`config.mk`:
```
export PLATFORM = sky130hd
export DESIGN_NAME = rhcc_prep
export DESIGN_NICKNAME = d
export VERILOG_FILES = /design/src/rtl/rhcc_pkg.sv /design/src/rtl/rhcc_prep.sv
export SDC_FILE = /design/constraint.sdc
export NUM_CORES = 1
export LEC_CHECK = 0
export ABC_AREA = 1
export BUFFER_PORTS_ARGS = -buffer_cell sky130_fd_sc_hd__buf_2
export CAP_MARGIN = 25
export CORE_MARGIN = 4
export CORE_UTILIZATION = 65
export CTS_CLUSTER_DIAMETER = 60
export CTS_CLUSTER_SIZE = 8
export DETAILED_ROUTE_END_ITERATION = 10
export GPL_ROUTABILITY_DRIVEN = 0
export PLACE_DENSITY_LB_ADDON = 0.25
export REMOVE_ABC_BUFFERS = 1
export SKIP_CTS_REPAIR_TIMING = 1
export SLEW_MARGIN = 20
export SYNTH_ARGS = -nofsm -noshare
export SYNTH_HDL_FRONTEND = slang
export SYNTH_SLANG_ARGS = --single-unit
```
`constraint.sdc`:
```
create_clock -name clock -period 11.1 [get_ports clock]
set_clock_uncertainty 0.2 [all_clocks]
set_input_delay 2.22 -clock clock [delete_from_list [all_inputs] [get_ports clock]]
set_output_delay 2.22 -clock clock [all_outputs]
set_load 0.005 [all_outputs]
```
`src/rtl/rhcc_pkg.sv`:
```
// Shared types, constants and trig tables of the RGB hue color classifier.
package rhcc_pkg;

   localparam int TRIG_W = 53;
   localparam int TRIG_N = 64;
   localparam int DEG_LAST = 44;

   typedef logic [TRIG_W-1:0] trig_tab_type [0:TRIG_N-1];

   typedef enum logic [1:0] {
      MODE_GREY,
      MODE_NORMAL,
      MODE_DIAG,
      MODE_SWAP
   } hue_mode_type;

   localparam logic [3:0] CLS_YELLOW  = 4'd0;
   localparam logic [3:0] CLS_RED     = 4'd1;
   localparam logic [3:0] CLS_GREEN   = 4'd2;
   localparam logic [3:0] CLS_BLUE    = 4'd3;
   localparam logic [3:0] CLS_BROWN   = 4'd4;
   localparam logic [3:0] CLS_ORANGE  = 4'd5;
   localparam logic [3:0] CLS_CYAN    = 4'd6;
   localparam logic [3:0] CLS_SKY     = 4'd7;
   localparam logic [3:0] CLS_MAGENTA = 4'd8;
   localparam logic [3:0] CLS_PINK    = 4'd9;
   localparam logic [3:0] CLS_WHITE   = 4'd10;
   localparam logic [3:0] CLS_BLACK   = 4'd11;
   localparam logic [3:0] CLS_UNKNOWN = 4'd12;

   localparam logic [63:0] ONE60 = 64'd1 << 60;
   localparam logic [63:0] PI60  = 64'h3243F6A8885A308D;

   // (a * b) >> 60 on the full product
   function automatic logic [63:0] mulfx(input logic [63:0] a, input logic [63:0] b);
      logic [127:0] p;
      p = 128'(a) * 128'(b);
      return p[123:60];
   endfunction

   // Taylor series of sin or cos of whole degrees, 60 fraction bits, kept at 52
   function automatic trig_tab_type trig_table(input logic want_cos);
      trig_tab_type tab;
      logic [63:0] rad1;
      logic [63:0] x;
      logic [63:0] x2;
      logic [63:0] t;
      logic [63:0] s;
      logic [63:0] c;
      logic [63:0] s_r;
      logic [63:0] c_r;
      rad1 = PI60 / 64'd180;
      for (int d = 0; d < TRIG_N; d++) begin
         if (d <= DEG_LAST) begin
            x  = rad1 * 64'(d);
            x2 = mulfx(x, x);
            t  = x;
            s  = x;
            for (int k = 1; k <= 12; k++) begin
               t = mulfx(t, x2) / 64'((2 * k) * (2 * k + 1));
               if ((k % 2) == 1) s = s - t;
               else s = s + t;
            end
            t = ONE60;
            c = ONE60;
            for (int k = 1; k <= 12; k++) begin
               t = mulfx(t, x2) / 64'((2 * k - 1) * (2 * k));
               if ((k % 2) == 1) c = c - t;
               else c = c + t;
            end
            s_r = (s + 64'd128) >> 8;
            c_r = (c + 64'd128) >> 8;
            tab[d] = want_cos ? c_r[TRIG_W-1:0] : s_r[TRIG_W-1:0];
         end else begin
            tab[d] = '0;
         end
      end
      return tab;
   endfunction

   localparam trig_tab_type SIN52 = trig_table(1'b0);
   localparam trig_tab_type COS52 = trig_table(1'b1);

endpackage

```
`src/rtl/rhcc_prep.sv`:
```
// Front stages: chroma vector, luminosity, square sums and octant folding.
module rhcc_prep import rhcc_pkg::*; (
   input  logic               clock,
   input  logic               enable,
   input  logic [7:0]         red_level,
   input  logic [7:0]         green_level,
   input  logic [7:0]         blue_level,
   output logic [7:0]         big_ff,
   output logic [7:0]         small_ff,
   output hue_mode_type       mode_ff,
   output logic [1:0]         quad_ff,
   output logic [9:0]         lum2_ff,
   output logic [17:0]        sumsq2_ff,
   output logic [19:0]        lsq_ff
);

   localparam logic signed [33:0] IM_MUL = 34'sd14529495;

   logic signed [9:0]  re_ff, re_in;
   logic signed [33:0] v_ff, v_in;
   logic [9:0]         lum_ff, lum_in;
   logic [17:0]        sumsq_ff, sumsq_in;
   logic signed [9:0]  diff;
   logic signed [9:0]  im;
   logic signed [9:0]  x, y;
   logic [7:0]         big_in, small_in;
   hue_mode_type       mode_in;
   logic [1:0]         quad_in;

   always_comb begin
      diff     = signed'(10'(green_level) - 10'(blue_level));
      re_in    = signed'(10'(red_level) - 10'((9'(green_level) + 9'(blue_level)) >> 1));
      v_in     = 34'(diff) * IM_MUL;
      lum_in   = 10'(red_level) + 10'(green_level) + 10'(blue_level);
      sumsq_in = 18'(16'(red_level) * 16'(red_level))
               + 18'(16'(green_level) * 16'(green_level))
               + 18'(16'(blue_level) * 16'(blue_level));
   end

   // floor shift of the product gives im rounded toward minus infinity
   always_comb begin
      im = 10'(v_ff >>> 24);
      if (re_ff > 0 && im >= 0) begin
         quad_in = 2'd0; x = re_ff; y = im;
      end else if (re_ff <= 0 && im > 0) begin
         quad_in = 2'd1; x = im; y = -re_ff;
      end else if (re_ff < 0 && im <= 0) begin
         quad_in = 2'd2; x = -re_ff; y = -im;
      end else begin
         quad_in = 2'd3; x = -im; y = re_ff;
      end
      if (re_ff == 0 && im == 0) begin
         mode_in  = MODE_GREY;
         big_in   = x[7:0];
         small_in = y[7:0];
      end else if (y < x) begin
         mode_in  = MODE_NORMAL;
         big_in   = x[7:0];
         small_in = y[7:0];
      end else if (y == x) begin
         mode_in  = MODE_DIAG;
         big_in   = x[7:0];
         small_in = y[7:0];
      end else begin
         mode_in  = MODE_SWAP;
         big_in   = y[7:0];
         small_in = x[7:0];
      end
   end

   always_ff @(posedge clock) begin
      if (enable) begin
         re_ff     <= re_in;
         v_ff      <= v_in;
         lum_ff    <= lum_in;
         sumsq_ff  <= sumsq_in;
         big_ff    <= big_in;
         small_ff  <= small_in;
         mode_ff   <= mode_in;
         quad_ff   <= quad_in;
         lum2_ff   <= lum_ff;
         sumsq2_ff <= sumsq_ff;
         lsq_ff    <= 20'(lum_ff) * 20'(lum_ff);
      end
   end

endmodule

```
==> impl_metrics.py <==
metrics = {
    "synthesis": {
        "ys_warn_count": 0,
        "synth_area_um2": 18100,
        "seq_area_frac_synth_pct": 18.4,
        "synth_cell_types": 46,
        "synth_edf_count": 111,
        "synth-main-ff-cell": "edfxtp_1",
        "synthCells": 2001,
        "syn_area_per_cell_um2": 9.04,
        "synth_seq_cells": 111,
        "synthArstFlopShare_pct": 0,
    },
    "worst_setup_path": {
        "rr_worst_depth": 18,
        "crit_fanout": 13,
        "cp_common_cell": "inv_1",
        "cp.depth": 31,
        "max_stage_delay_ns": 0.53,
        "cp_top_family": "adder cells",
        "startpoint_type": "input pin",
        "worst_path_max_delay_cell": "fa_1",
        "worstReg2RegEnd": "lsq_ff[17]",
        "rrSetupSlack_ns": 5.88,
        "cp.required_ns": 11.01,
        "endpoint_kind": "flip-flop",
        "crit_arrival_ns": 8.94,
        "critPathKind": "in -> reg",
        "r2r-start": "lum_ff[4]",
        "crit_buf_inv": 7,
    },
    "timing": {
        "relSlewSlack_pct": 43.6,
        "max_freq_ghz": 0.111,
        "layout_min_cycle_time_ns": 9.03,
        "rsz0062_at_grt": "false",
        "finalHoldViolCount": 0,
        "finalSetupViolations": 0,
        "setup-tns-final_ns": 0,
        "whs_ns": 0.225,
        "final.period_utilization_pct": 81.4,
        "slew_viol_final": 0,
        "tightest_slew_ns": 0.843,
    },
    "drt": {
        "drt_wl_total_mm": 37.0,
        "antenna_left": 0,
        "post_drt_wl_per_cell_um": 15.2,
        "drc_errors": 0,
        "vias": 12900,
        "drt_iter0_markers": 641,
        "firstDrtPassIters": 5,
        "drt-vias-per-instance": 5.30,
    },
    "floorplan": {
        "die-area_um2": 30600,
        "fp.dieW_um": 175,
        "rows": 60,
        "io_pins": 94,
        "core-area_um2": 27200,
        "start_util_pct": 66.5,
        "dieHeight_um": 175,
    },
    "clock_network": {
        "numCtsBuffers": 9,
        "clk_root_buffer_cell": "clkbuf_16",
        "clock-sinks": 111,
        "cts_max_path_buffers": 2,
        "clk_latency_ns": 0.36,
        "cts_max_level": 3,
        "cts.clk_slew.worst_paths_ns": 0.08,
        "cts_tree": "done",
    },
    "global_routing": {
        "grt_start_max_net_pins": 89,
        "grt_overflow": 0,
        "grt_pass1_wl_mm": 63.3,
        "track_usage_pct": 25.4,
        "grt_pass1_vias": 13700,
        "antenna_found_initial": 1,
    },
    "flow_run": {
        "cap_viol_max_count": 0,
    },
    "finish": {
        "final_common_cell": "inv_1",
        "area_growth_pct": 5.96,
        "final_nets": 2611,
        "final_layout_size_suffix_gt1_share_pct": 6.63,
        "mostFrequentLayoutCells": "inv_1, nand2_1, ha_1, fa_1, edfxtp_1",
    },
    "worst_hold_path": {
        "hold_class": "reg -> reg",
        "hold_path_depth": 0,
        "hp-start": "sumsq_ff[1]",
        "hold_path_end": "sumsq2_ff[1]",
    },
    "place": {
        "port_buffers": 92,
        "hpwl_mm": 31.1,
    },
    "status": {
        "outcome": "finished, final reports clean",
    },
}
[cells by family (layout without fill, tap and decap cells)]
family          after synthesis  in the layout  synth area share [%]
xor+xnor                     83             83                  4.02
compound gates              211            211                  6.80
mux                           1              1                0.0554
buf+inv                     639            703                  13.4
flops                       111            111                  18.4
simple gates                430            430                  10.1
fa+ha+maj                   525            525                  47.1
other cells                   1              3                0.0207
[stage by stage]
stage | instance area [µm²] | std cells | setup WS, ns | util (%)
CTS | 19200 | 2437 | 2.20 | 70.5
finish | 19200 | 2439 | 2.07 | 70.5
global placement | 18800 | 2421 | 2.14 | 69.3
floorplan | 17900 | 1954 | 2.70 | -
detailed placement | 18800 | 2421 | 1.82 | 69.3
global route | 19200 | 2438 | 1.54 | 70.5
[worst register-to-register path: stages (launching register included)]
cell	delay [ns]
edfxtp_1	0.60
nand2_1	0.13
inv_1	0.08
fa_1	0.50
inv_1	0.05
fa_1	0.50
inv_1	0.04
ha_1	0.27
inv_1	0.04
fa_1	0.47
inv_1	0.05
fa_1	0.46
ha_1	0.34
nand2_1	0.10
o31ai_1	0.41
a21oi_1	0.23
o21bai_1	0.25
a21oi_1	0.11
xor2_1	0.15
[cell usage after synthesis, types with 2 or more instances]
cell	number	area share [%]
a21o_1	6	0.25
o211ai_1	11	0.46
o22ai_1	2	0.069
o21bai_1	17	0.71
nand2_4	5	0.31
o2111ai_1	2	0.097
inv_2	3	0.062
nand3_1	35	0.97
or2_2	6	0.21
fa_1	260	29
nand2_1	302	6.3
buf_2	6	0.17
a31oi_1	6	0.21
nor2_1	48	1.0
a21oi_1	102	2.8
o41ai_1	2	0.097
ha_1	265	18
nor2_4	3	0.19
buf_4	3	0.12
clkbuf_1	37	0.77
a211oi_1	2	0.083
o221ai_1	3	0.15
nand2_2	5	0.17
o21ai_0	41	1.1
xnor2_1	20	0.97
nor3_1	14	0.39
nand4_1	5	0.17
inv_1	589	12
edfxtp_1	111	18
xor2_1	63	3.1
nand3_4	2	0.19
a22oi_1	10	0.42
o31ai_1	2	0.083
[state kept, by name, summed over array words and instances, names as in the netlist, 9 cells and up]
name / cells
v_ff: 10
lum2_ff: 9
sumsq2_ff: 18
lsq_ff: 18
re_ff: 9
lum_ff: 10
sumsq_ff: 17
[routing by layer]
| layer | up-vias | track usage, % | routed length (µm) |
|---|---|---|---|
| li1 | 6210 | - | - |
| met1 | 6253 | 32.4 | 15200 |
| met2 | 391 | 45.2 | 18700 |
| met3 | 82 | 3.05 | 1930 |
| met4 | 0 | 8.54 | 1150 |
| met5 | - | 0 | 0 |
[worst max-delay path by stage]
| stage | startpoint | endpoint | slack [ns] |
|---|---|---|---|
| after global routing | blue_level[1] | v_ff[31] | 1.54 |
| after CTS | blue_level[1] | v_ff[31] | 2.20 |
| after detailed placement | blue_level[1] | v_ff[31] | 1.82 |
| after floorplan | green_level[0] | v_ff[31] | 2.70 |
| after global placement | blue_level[2] | v_ff[31] | 2.14 |
| final | blue_level[1] | v_ff[31] | 2.07 |
[final cells by class]
class | count | area [µm²]
antenna | 2 | 5.00
clock buffer | 9 | 225
clock inverter | 7 | 96.3
fill | 2094 | 8010
inverter | 592 | 2220
multi-input combinational | 1251 | 12300
sequential | 111 | 3330
tap | 372 | 465
timing repair buffer | 95 | 489
Power is left out: the tool's default activity adds up to more than one toggle a clock period on the data nets, which glitch-free logic cannot reach.
