File: config.mk
export PLATFORM = sky130hd
export DESIGN_NAME = rhcc_isqrt
export DESIGN_NICKNAME = d
export VERILOG_FILES = /design/src/rtl/rhcc_pkg.sv /design/src/rtl/rhcc_isqrt.sv
export SDC_FILE = /design/constraint.sdc
export NUM_CORES = 1
export LEC_CHECK = 0
export BUFFER_PORTS_ARGS = -buffer_cell sky130_fd_sc_hd__clkbuf_2
export CAP_MARGIN = 25
export CORE_MARGIN = 3
export CORE_UTILIZATION = 41
export DETAILED_ROUTE_END_ITERATION = 16
export GPL_TIMING_DRIVEN = 0
export PLACE_DENSITY = 0.63
export SYNTH_ARGS = -nofsm -noshare
export SYNTH_HDL_FRONTEND = slang
export SYNTH_SLANG_ARGS = --single-unit
File: constraint.sdc
create_clock -name clock -period 28.9 [get_ports clock]
set_clock_uncertainty 0.2 [all_clocks]
set_input_delay 8.67 -clock clock [delete_from_list [all_inputs] [get_ports clock]]
set_output_delay 8.67 -clock clock [all_outputs]
set_load 0.005 [all_outputs]
File: src/rtl/rhcc_pkg.sv
// Shared types, constants and trig tables of the RGB hue color classifier.
package rhcc_pkg;

   localparam int TRIG_W = 53;
   localparam int TRIG_N = 64;
   localparam int DEG_LAST = 44;

   typedef logic [TRIG_W-1:0] trig_tab_type [0:TRIG_N-1];

   typedef enum logic [1:0] {
      MODE_GREY,
      MODE_NORMAL,
      MODE_DIAG,
      MODE_SWAP
   } hue_mode_type;

   localparam logic [3:0] CLS_YELLOW  = 4'd0;
   localparam logic [3:0] CLS_RED     = 4'd1;
   localparam logic [3:0] CLS_GREEN   = 4'd2;
   localparam logic [3:0] CLS_BLUE    = 4'd3;
   localparam logic [3:0] CLS_BROWN   = 4'd4;
   localparam logic [3:0] CLS_ORANGE  = 4'd5;
   localparam logic [3:0] CLS_CYAN    = 4'd6;
   localparam logic [3:0] CLS_SKY     = 4'd7;
   localparam logic [3:0] CLS_MAGENTA = 4'd8;
   localparam logic [3:0] CLS_PINK    = 4'd9;
   localparam logic [3:0] CLS_WHITE   = 4'd10;
   localparam logic [3:0] CLS_BLACK   = 4'd11;
   localparam logic [3:0] CLS_UNKNOWN = 4'd12;

   localparam logic [63:0] ONE60 = 64'd1 << 60;
   localparam logic [63:0] PI60  = 64'h3243F6A8885A308D;

   // (a * b) >> 60 on the full product
   function automatic logic [63:0] mulfx(input logic [63:0] a, input logic [63:0] b);
      logic [127:0] p;
      p = 128'(a) * 128'(b);
      return p[123:60];
   endfunction

   // Taylor series of sin or cos of whole degrees, 60 fraction bits, kept at 52
   function automatic trig_tab_type trig_table(input logic want_cos);
      trig_tab_type tab;
      logic [63:0] rad1;
      logic [63:0] x;
      logic [63:0] x2;
      logic [63:0] t;
      logic [63:0] s;
      logic [63:0] c;
      logic [63:0] s_r;
      logic [63:0] c_r;
      rad1 = PI60 / 64'd180;
      for (int d = 0; d < TRIG_N; d++) begin
         if (d <= DEG_LAST) begin
            x  = rad1 * 64'(d);
            x2 = mulfx(x, x);
            t  = x;
            s  = x;
            for (int k = 1; k <= 12; k++) begin
               t = mulfx(t, x2) / 64'((2 * k) * (2 * k + 1));
               if ((k % 2) == 1) s = s - t;
               else s = s + t;
            end
            t = ONE60;
            c = ONE60;
            for (int k = 1; k <= 12; k++) begin
               t = mulfx(t, x2) / 64'((2 * k - 1) * (2 * k));
               if ((k % 2) == 1) c = c - t;
               else c = c + t;
            end
            s_r = (s + 64'd128) >> 8;
            c_r = (c + 64'd128) >> 8;
            tab[d] = want_cos ? c_r[TRIG_W-1:0] : s_r[TRIG_W-1:0];
         end else begin
            tab[d] = '0;
         end
      end
      return tab;
   endfunction

   localparam trig_tab_type SIN52 = trig_table(1'b0);
   localparam trig_tab_type COS52 = trig_table(1'b1);

endpackage

File: src/rtl/rhcc_isqrt.sv
// Saturation pipeline: spread measure, then digit-by-digit square root.
module rhcc_isqrt import rhcc_pkg::*; (
   input  logic        clock,
   input  logic        enable,
   input  logic [17:0] sumsq,
   input  logic [19:0] lsq,
   output logic [7:0]  sat
);

   localparam int ROOT_STAGES = 4;
   // floor(n / 3) as (n * ceil(2^21 / 3)) >> 21, exact below 2^20
   localparam logic [20:0] THIRD_MUL = 21'd699051;

   logic [15:0] rem_ff [0:ROOT_STAGES];
   logic [15:0] res_ff [0:ROOT_STAGES];
   logic [40:0] third_prod;
   logic [17:0] spread;

   function automatic logic [31:0] root_step(input logic [15:0] rem, input logic [15:0] res,
                                             input int k);
      logic [16:0] bit_v;
      logic [16:0] trial;
      logic [15:0] rem_o;
      logic [15:0] res_o;
      bit_v = 17'd1 << (14 - 2 * k);
      trial = 17'(res) + bit_v;
      if (17'(rem) >= trial) begin
         rem_o = rem - trial[15:0];
         res_o = (res >> 1) + bit_v[15:0];
      end else begin
         rem_o = rem;
         res_o = res >> 1;
      end
      return {rem_o, res_o};
   endfunction

   always_comb begin
      third_prod = 41'(lsq) * 41'(THIRD_MUL);
      spread     = sumsq - 18'(third_prod >> 21);
   end

   always_ff @(posedge clock) begin
      if (enable) begin
         rem_ff[0] <= spread[15:0];
         res_ff[0] <= '0;
      end
   end

   for (genvar j = 0; j < ROOT_STAGES; j++) begin : g_root
      logic [31:0] s0, s1;
      always_comb begin
         s0 = root_step(rem_ff[j], res_ff[j], 2 * j);
         s1 = root_step(s0[31:16], s0[15:0], 2 * j + 1);
      end
      always_ff @(posedge clock) begin
         if (enable) begin
            rem_ff[j+1] <= s1[31:16];
            res_ff[j+1] <= s1[15:0];
         end
      end
   end

   assign sat = res_ff[ROOT_STAGES][7:0];

endmodule

==> flow_summary.json, run 1 <==
{
  "outcome": "completed",
  "finalSetupTns_ps": 0,
  "avgRoutedWirePerCell_um": 14.5,
  "yosysUniqueCellTypes": 67,
  "fmax_mhz": 59.7,
  "avgSynthCellArea_um2": 10.2,
  "hold_class": "register to register",
  "die_y_um": 177,
  "syn_area_um2": 12000,
  "ys.warnings.count": 0,
  "n_fill_cell": 2712,
  "synthFlopType": "edfxtp_1",
  "cpMaxStageDelayCell": "fa_1",
  "cts_setup_buffers": 0,
  "vias": 8035,
  "post_cts_resized": 0,
  "nNetsFinal": 1628,
  "async_flop_share_pct": 0,
  "hold_viol": 0,
  "rsz0062_at_grt": "no",
  "io_pins": 48,
  "cts_sinks": 84,
  "drc": 0,
  "cap_violations": 0,
  "die-area_um2": 31300,
  "drive_above_1_share_pct": 6.82,
  "max_stage_delay_ps": 530,
  "cts_buffer_depth": 2,
  "antenna_found_initial": 1,
  "relSlewSlack_pct": 49.6,
  "grt_pass1_vias": 8187,
  "critical_path_class": "input port to register",
  "grt_pass1_wl_um": 40100,
  "diodes": 0,
  "critical_path.max_fanout": 7,
  "core_um2": 28200,
  "grt_overflow": 0,
  "period_needed_ps": 16740,
  "clock_latency_ps": 330,
  "drt-total-wl_um": 23400,
  "die_w_um": 177,
  "syn_to_final_growth_pct": 8.43,
  "final_max_slew_viol_count": 0,
  "cts_tree": "built",
  "multi_input_area_um2": 8400,
  "ant_nets": 0,
  "dp_hpwl_um": 20600,
  "seqCellArea_um2": 2520,
  "start_util_pct": 42.4,
  "crit_path_end_kind": "register",
  "yosysSeqAreaShare_pct": 21.1,
  "startpoint_type": "input port",
  "required_ps": 28830,
  "drt_iter0_markers": 412,
  "fin_crit_sh_pct": 57.9,
  "grt_max_degree": 72,
  "path_common_cell": "ha_1",
  "cts_buffers": 9,
  "dr.pass1.iters": 7,
  "port_buffers": 45,
  "holdBufCountCts": 0,
  "synth_edf_count": 84,
  "routed_via_density": 4.99,
  "place.gp.congestion": 0.883,
  "rows": 61,
  "clk_pin_slew_ps": 60,
  "syn_inst": 1169,
  "track_usage_pct": 15.9,
  "tightest_slew_ps": 746,
  "setup_violations": 0,
  "cp.arrival_ps": 16670,
  "root_buffer": "clkbuf_16",
  "h-tree-depth": 3,
  "syn_nets": 1570,
  "ys_ff_latch": 84
}
-- area by class of cell --
cell class	count	area share (%)
multi-input combinational	811	64.7
sequential	84	19.4
inverter	267	7.72
tap	378	3.64
timing repair buffer	47	2.01
clock buffer	9	1.74
clock inverter	7	0.386
buffer	7	0.347
-- state kept, by name, indices dropped and copies added (netlist names) --
name    cells
rem_ff     64
res_ff     20
-- cell families after synthesis --
group / count (synthesis) / share of synthesized area, %
muxes: 7 / 0.606
xor gates and xnor gates: 70 / 5.12
AOI/OAI and AO/OA: 168 / 9.19
buffers and inverters: 274 / 8.75
DFF: 84 / 21.1
adders and majority gates: 361 / 46.2
and+or+nand+nor: 205 / 9.05
-- layout by cell type, fill, tap and decap left out, types with 9 or more instances in the layout --
cell type and instances:
ha_1 226, and3_1 9, o21ai_0 29, nand2_1 32
xnor2_1 37, a21oi_1 57, o21a_1 11, nand3_1 16
clkbuf_16 9, nor2_1 58, a21o_1 20, nor3_1 15
clkbuf_2 45, inv_1 266, xor2_1 33, fa_1 135
edfxtp_1 84, or2_2 9
-- critical path: cells and delay by family --
kind                     cells  cell delay [ps]
XOR/XNOR                     2              740
AO/OA/AOI/OAI                9             2190
adder cells (fa/ha/maj)      9             3670
buffers and inverters        2              220
AND/OR/NAND/NOR              7             1130
-- metal layers --
layer	part of all wire, %	GRT usage (%)	vias to the layer above
li1	-	-	4040
met1	49	22.7	3860
met2	47	26.1	116
met3	3.7	2.40	17
met4	0.95	2.68	2
met5	0.085	0	-
-- final timing paths --
| kind | slack [ps] | cells past startpoint | start | to |
|---|---|---|---|---|
| setup reg to reg | 23640 | 19 | res_ff[0][43]$_DFFE_PP_ | rem_ff[0][62]$_DFFE_PP_ |
| hold reg to reg | 240 | 0 | rem_ff[0][22]$_DFFE_PP_ | rem_ff[0][38]$_DFFE_PP_ |
| setup / recovery | 12160 | 29 | lsq[1] | rem_ff[0][15]$_DFFE_PP_ |
| hold / removal | 240 | 0 | rem_ff[0][22]$_DFFE_PP_ | rem_ff[0][38]$_DFFE_PP_ |
-- through the flow --
| step | util [%] | setup slack (ps) | cells | instance area (µm²) | hold WS, ps |
|---|---|---|---|---|---|
| after floorplan | - | 12990 | 1169 | 12000 | 217 |
| after global placement | 44.9 | 11830 | 1592 | 12700 | 224 |
| after detailed placement | 45.0 | 11720 | 1593 | 12700 | 231 |
| after CTS | 45.9 | 12060 | 1609 | 13000 | 244 |
| after global routing | 46.0 | 11700 | 1610 | 13000 | 260 |
| final | 46.0 | 12160 | 1610 | 13000 | 242 |
-- cells in the mapped netlist, drive strengths merged (5+ instances only) --
library cell | count | area [µm²]
ha | 226 | 2830
xnor2 | 37 | 324
a211oi | 7 | 52.6
or3 | 5 | 31.3
o21ai | 32 | 160
or2 | 9 | 56.3
xor2 | 33 | 289
inv | 266 | 998
and3 | 9 | 56.3
o21a | 11 | 82.6
fa | 135 | 2700
or4 | 6 | 48.8
a21o | 20 | 150
nand4 | 7 | 43.8
mux2i | 5 | 50.1
nand3b | 6 | 48.8
nor2b | 8 | 50.1
nor2 | 58 | 218
nand3 | 16 | 80.1
nor3 | 15 | 75.1
nor4 | 9 | 62.6
and2 | 6 | 37.5
edfxtp | 84 | 2520
nand2 | 32 | 120
a21oi | 57 | 285
Power of run 1 is not shown: default switching activity piles up to over one toggle a cycle in this logic, so the estimate is an artifact.
==> run 2, diff against run 1 <==
- ABC_AREA: unset -> 1
- clock period: 28.9 -> 17.4 ns (I/O delays scaled with it)
==> flow_summary.json, run 2 <==
{
  "outcome": "completed",
  "fin_ws_ps": 4810,
  "rows": 64,
  "rsz0062_at_grt": "no",
  "required_ps": 17280,
  "root_buffer": "clkbuf_16",
  "grt_max_degree": 74,
  "holdBufCountCts": 0,
  "largest_register": "rem_ff",
  "track_usage_pct": 18.4,
  "diodes": 0,
  "dp_hpwl_um": 26600,
  "startpoint_type": "input port",
  "fin_crit_sh_pct": 72.4,
  "period_needed_ps": 12590,
  "setup_violations": 0,
  "final_max_slew_viol_count": 0,
  "io_pins": 48,
  "grt_pass1_vias": 10325,
  "cts_setup_buffers": 0,
  "final_cell_mix": "360 x inv_1, 266 x nand2_1, 226 x ha_1",
  "hold_class": "register to register",
  "cp.arrival_ps": 12480,
  "h-tree-depth": 3,
  "place.gp.congestion": 0.919,
  "cts_tree": "built",
  "grt_pass1_wl_um": 50200,
  "syn_area_um2": 13200,
  "cts_buffers": 9,
  "vias": 10023,
  "dr.pass1.iters": 5,
  "syn_inst": 1543,
  "drt_iter0_markers": 417,
  "n_fill_cell": 3061,
  "yosysUniqueCellTypes": 45,
  "ys.warnings.count": 0,
  "netlist_top_cells_count": "360 x inv_1, 266 x nand2_1, 226 x ha_1",
  "avgSynthCellArea_um2": 8.53,
  "crit_path_end_kind": "register",
  "synth_edf_count": 84,
  "relSlewSlack_pct": 60.9,
  "cts_sinks": 84,
  "reg_top3": "rem_ff: 64 flops, res_ff: 20 flops",
  "async_flop_share_pct": 0,
  "clk_pin_slew_ps": 60,
  "yosys.area.top_type": "ha_1",
  "avgRoutedWirePerCell_um": 15.1,
  "drt-total-wl_um": 30200,
  "drc": 0,
  "die_y_um": 185,
  "fmax_mhz": 79.4,
  "critical_path.max_fanout": 7,
  "holdPathStages": 0,
  "cts_buffer_depth": 2,
  "max_stage_delay_ps": 550,
  "layout_commonest_cell": "inv_1",
  "hold_viol": 0,
  "yosysTopAreaCellShare_pct": 21.5,
  "cap_violations": 0,
  "drive_above_1_share_pct": 6.42,
  "ys_ff_latch": 84,
  "largest_reg_flops": 64,
  "tightest_slew_ps": 585,
  "core_um2": 31100,
  "whs_ps": 247,
  "post_cts_resized": 0,
  "port_buffers": 45,
  "r2r_cells": 18,
  "ant_nets": 0,
  "syn_to_final_growth_pct": 7.98,
  "routed_via_density": 5.01,
  "synthFlopType": "edfxtp_1",
  "finalSetupTns_ps": 0,
  "clock_latency_ps": 340,
  "place_ws_ps": 4540,
  "synth_area_leaders": "ha_1 21%, fa_1 21%, edfxtp_1 19%",
  "synth.most_common_cell": "inv_1",
  "critical_path_class": "input port to register",
  "syn_nets": 1944,
  "path_common_cell": "ha_1",
  "r2r_slack_ps": 13230,
  "grt_overflow": 0,
  "die-area_um2": 34300,
  "nNetsFinal": 2001,
  "cpMaxStageDelayCell": "fa_1",
  "yosysSeqAreaShare_pct": 19.2,
  "die_w_um": 185,
  "start_util_pct": 42.3,
  "antenna_found_initial": 0
}
-- run 2: cell families (layout without fill, tap and decap cells) --
logic type / count (synthesis) / count (layout) / synth area share (%)
AOI/OAI and AO/OA: 177 / 177 / 7.76
xor gates and xnor gates: 63 / 63 / 4.19
adders and majority gates: 361 / 361 / 42.0
buffers and inverters: 371 / 433 / 10.7
DFF: 84 / 84 / 19.2
and+or+nand+nor: 487 / 487 / 16.2
-- run 2: path summary, 6_finish.rpt --
kind                           startpoint                       to
hold reg to reg   rem_ff[0][35]$_DFFE_PP_  rem_ff[0][51]$_DFFE_PP_
hold / removal    rem_ff[0][35]$_DFFE_PP_  rem_ff[0][51]$_DFFE_PP_
setup / recovery                   lsq[1]  rem_ff[0][11]$_DFFE_PP_
setup reg to reg  res_ff[0][52]$_DFFE_PP_  res_ff[0][64]$_DFFE_PP_
-- run 2: layout make-up --
type	count	area, µm²	area share, %
sequential	84	2520	17.7
tap	396	495	3.49
buffer	6	37.5	0.264
inverter	365	1370	9.64
timing repair buffer	46	255	1.80
multi-input combinational	1088	9240	65.0
clock inverter	7	75.1	0.528
clock buffer	9	225	1.58
-- run 2: per-layer routing --
layer	part of all wire, %	track usage (%)
met5	0	0
met4	3.2	6.03
met3	2.6	1.85
met2	51	33.8
met1	44	22.7
-- run 2: worst max-delay path, delay by kind of cell --
kind / cells / cell delay (ps)
adders and majority gates: 9 / 3740
AOI/OAI and AO/OA: 7 / 1740
xor gates and xnor gates: 3 / 1160
and+or+nand+nor: 4 / 390
buffers and inverters: 2 / 230
-- run 2: per-stage QoR --
step / std cells / utilization (%) / cell area, µm²
after floorplan: 1543 / - / 13200
after global placement: 1984 / 44.6 / 13900
after detailed placement: 1985 / 44.7 / 13900
after CTS: 2001 / 45.6 / 14200
after global routing: 2001 / 45.6 / 14200
final: 2001 / 45.6 / 14200
Power of run 2 is left out for the same reason.
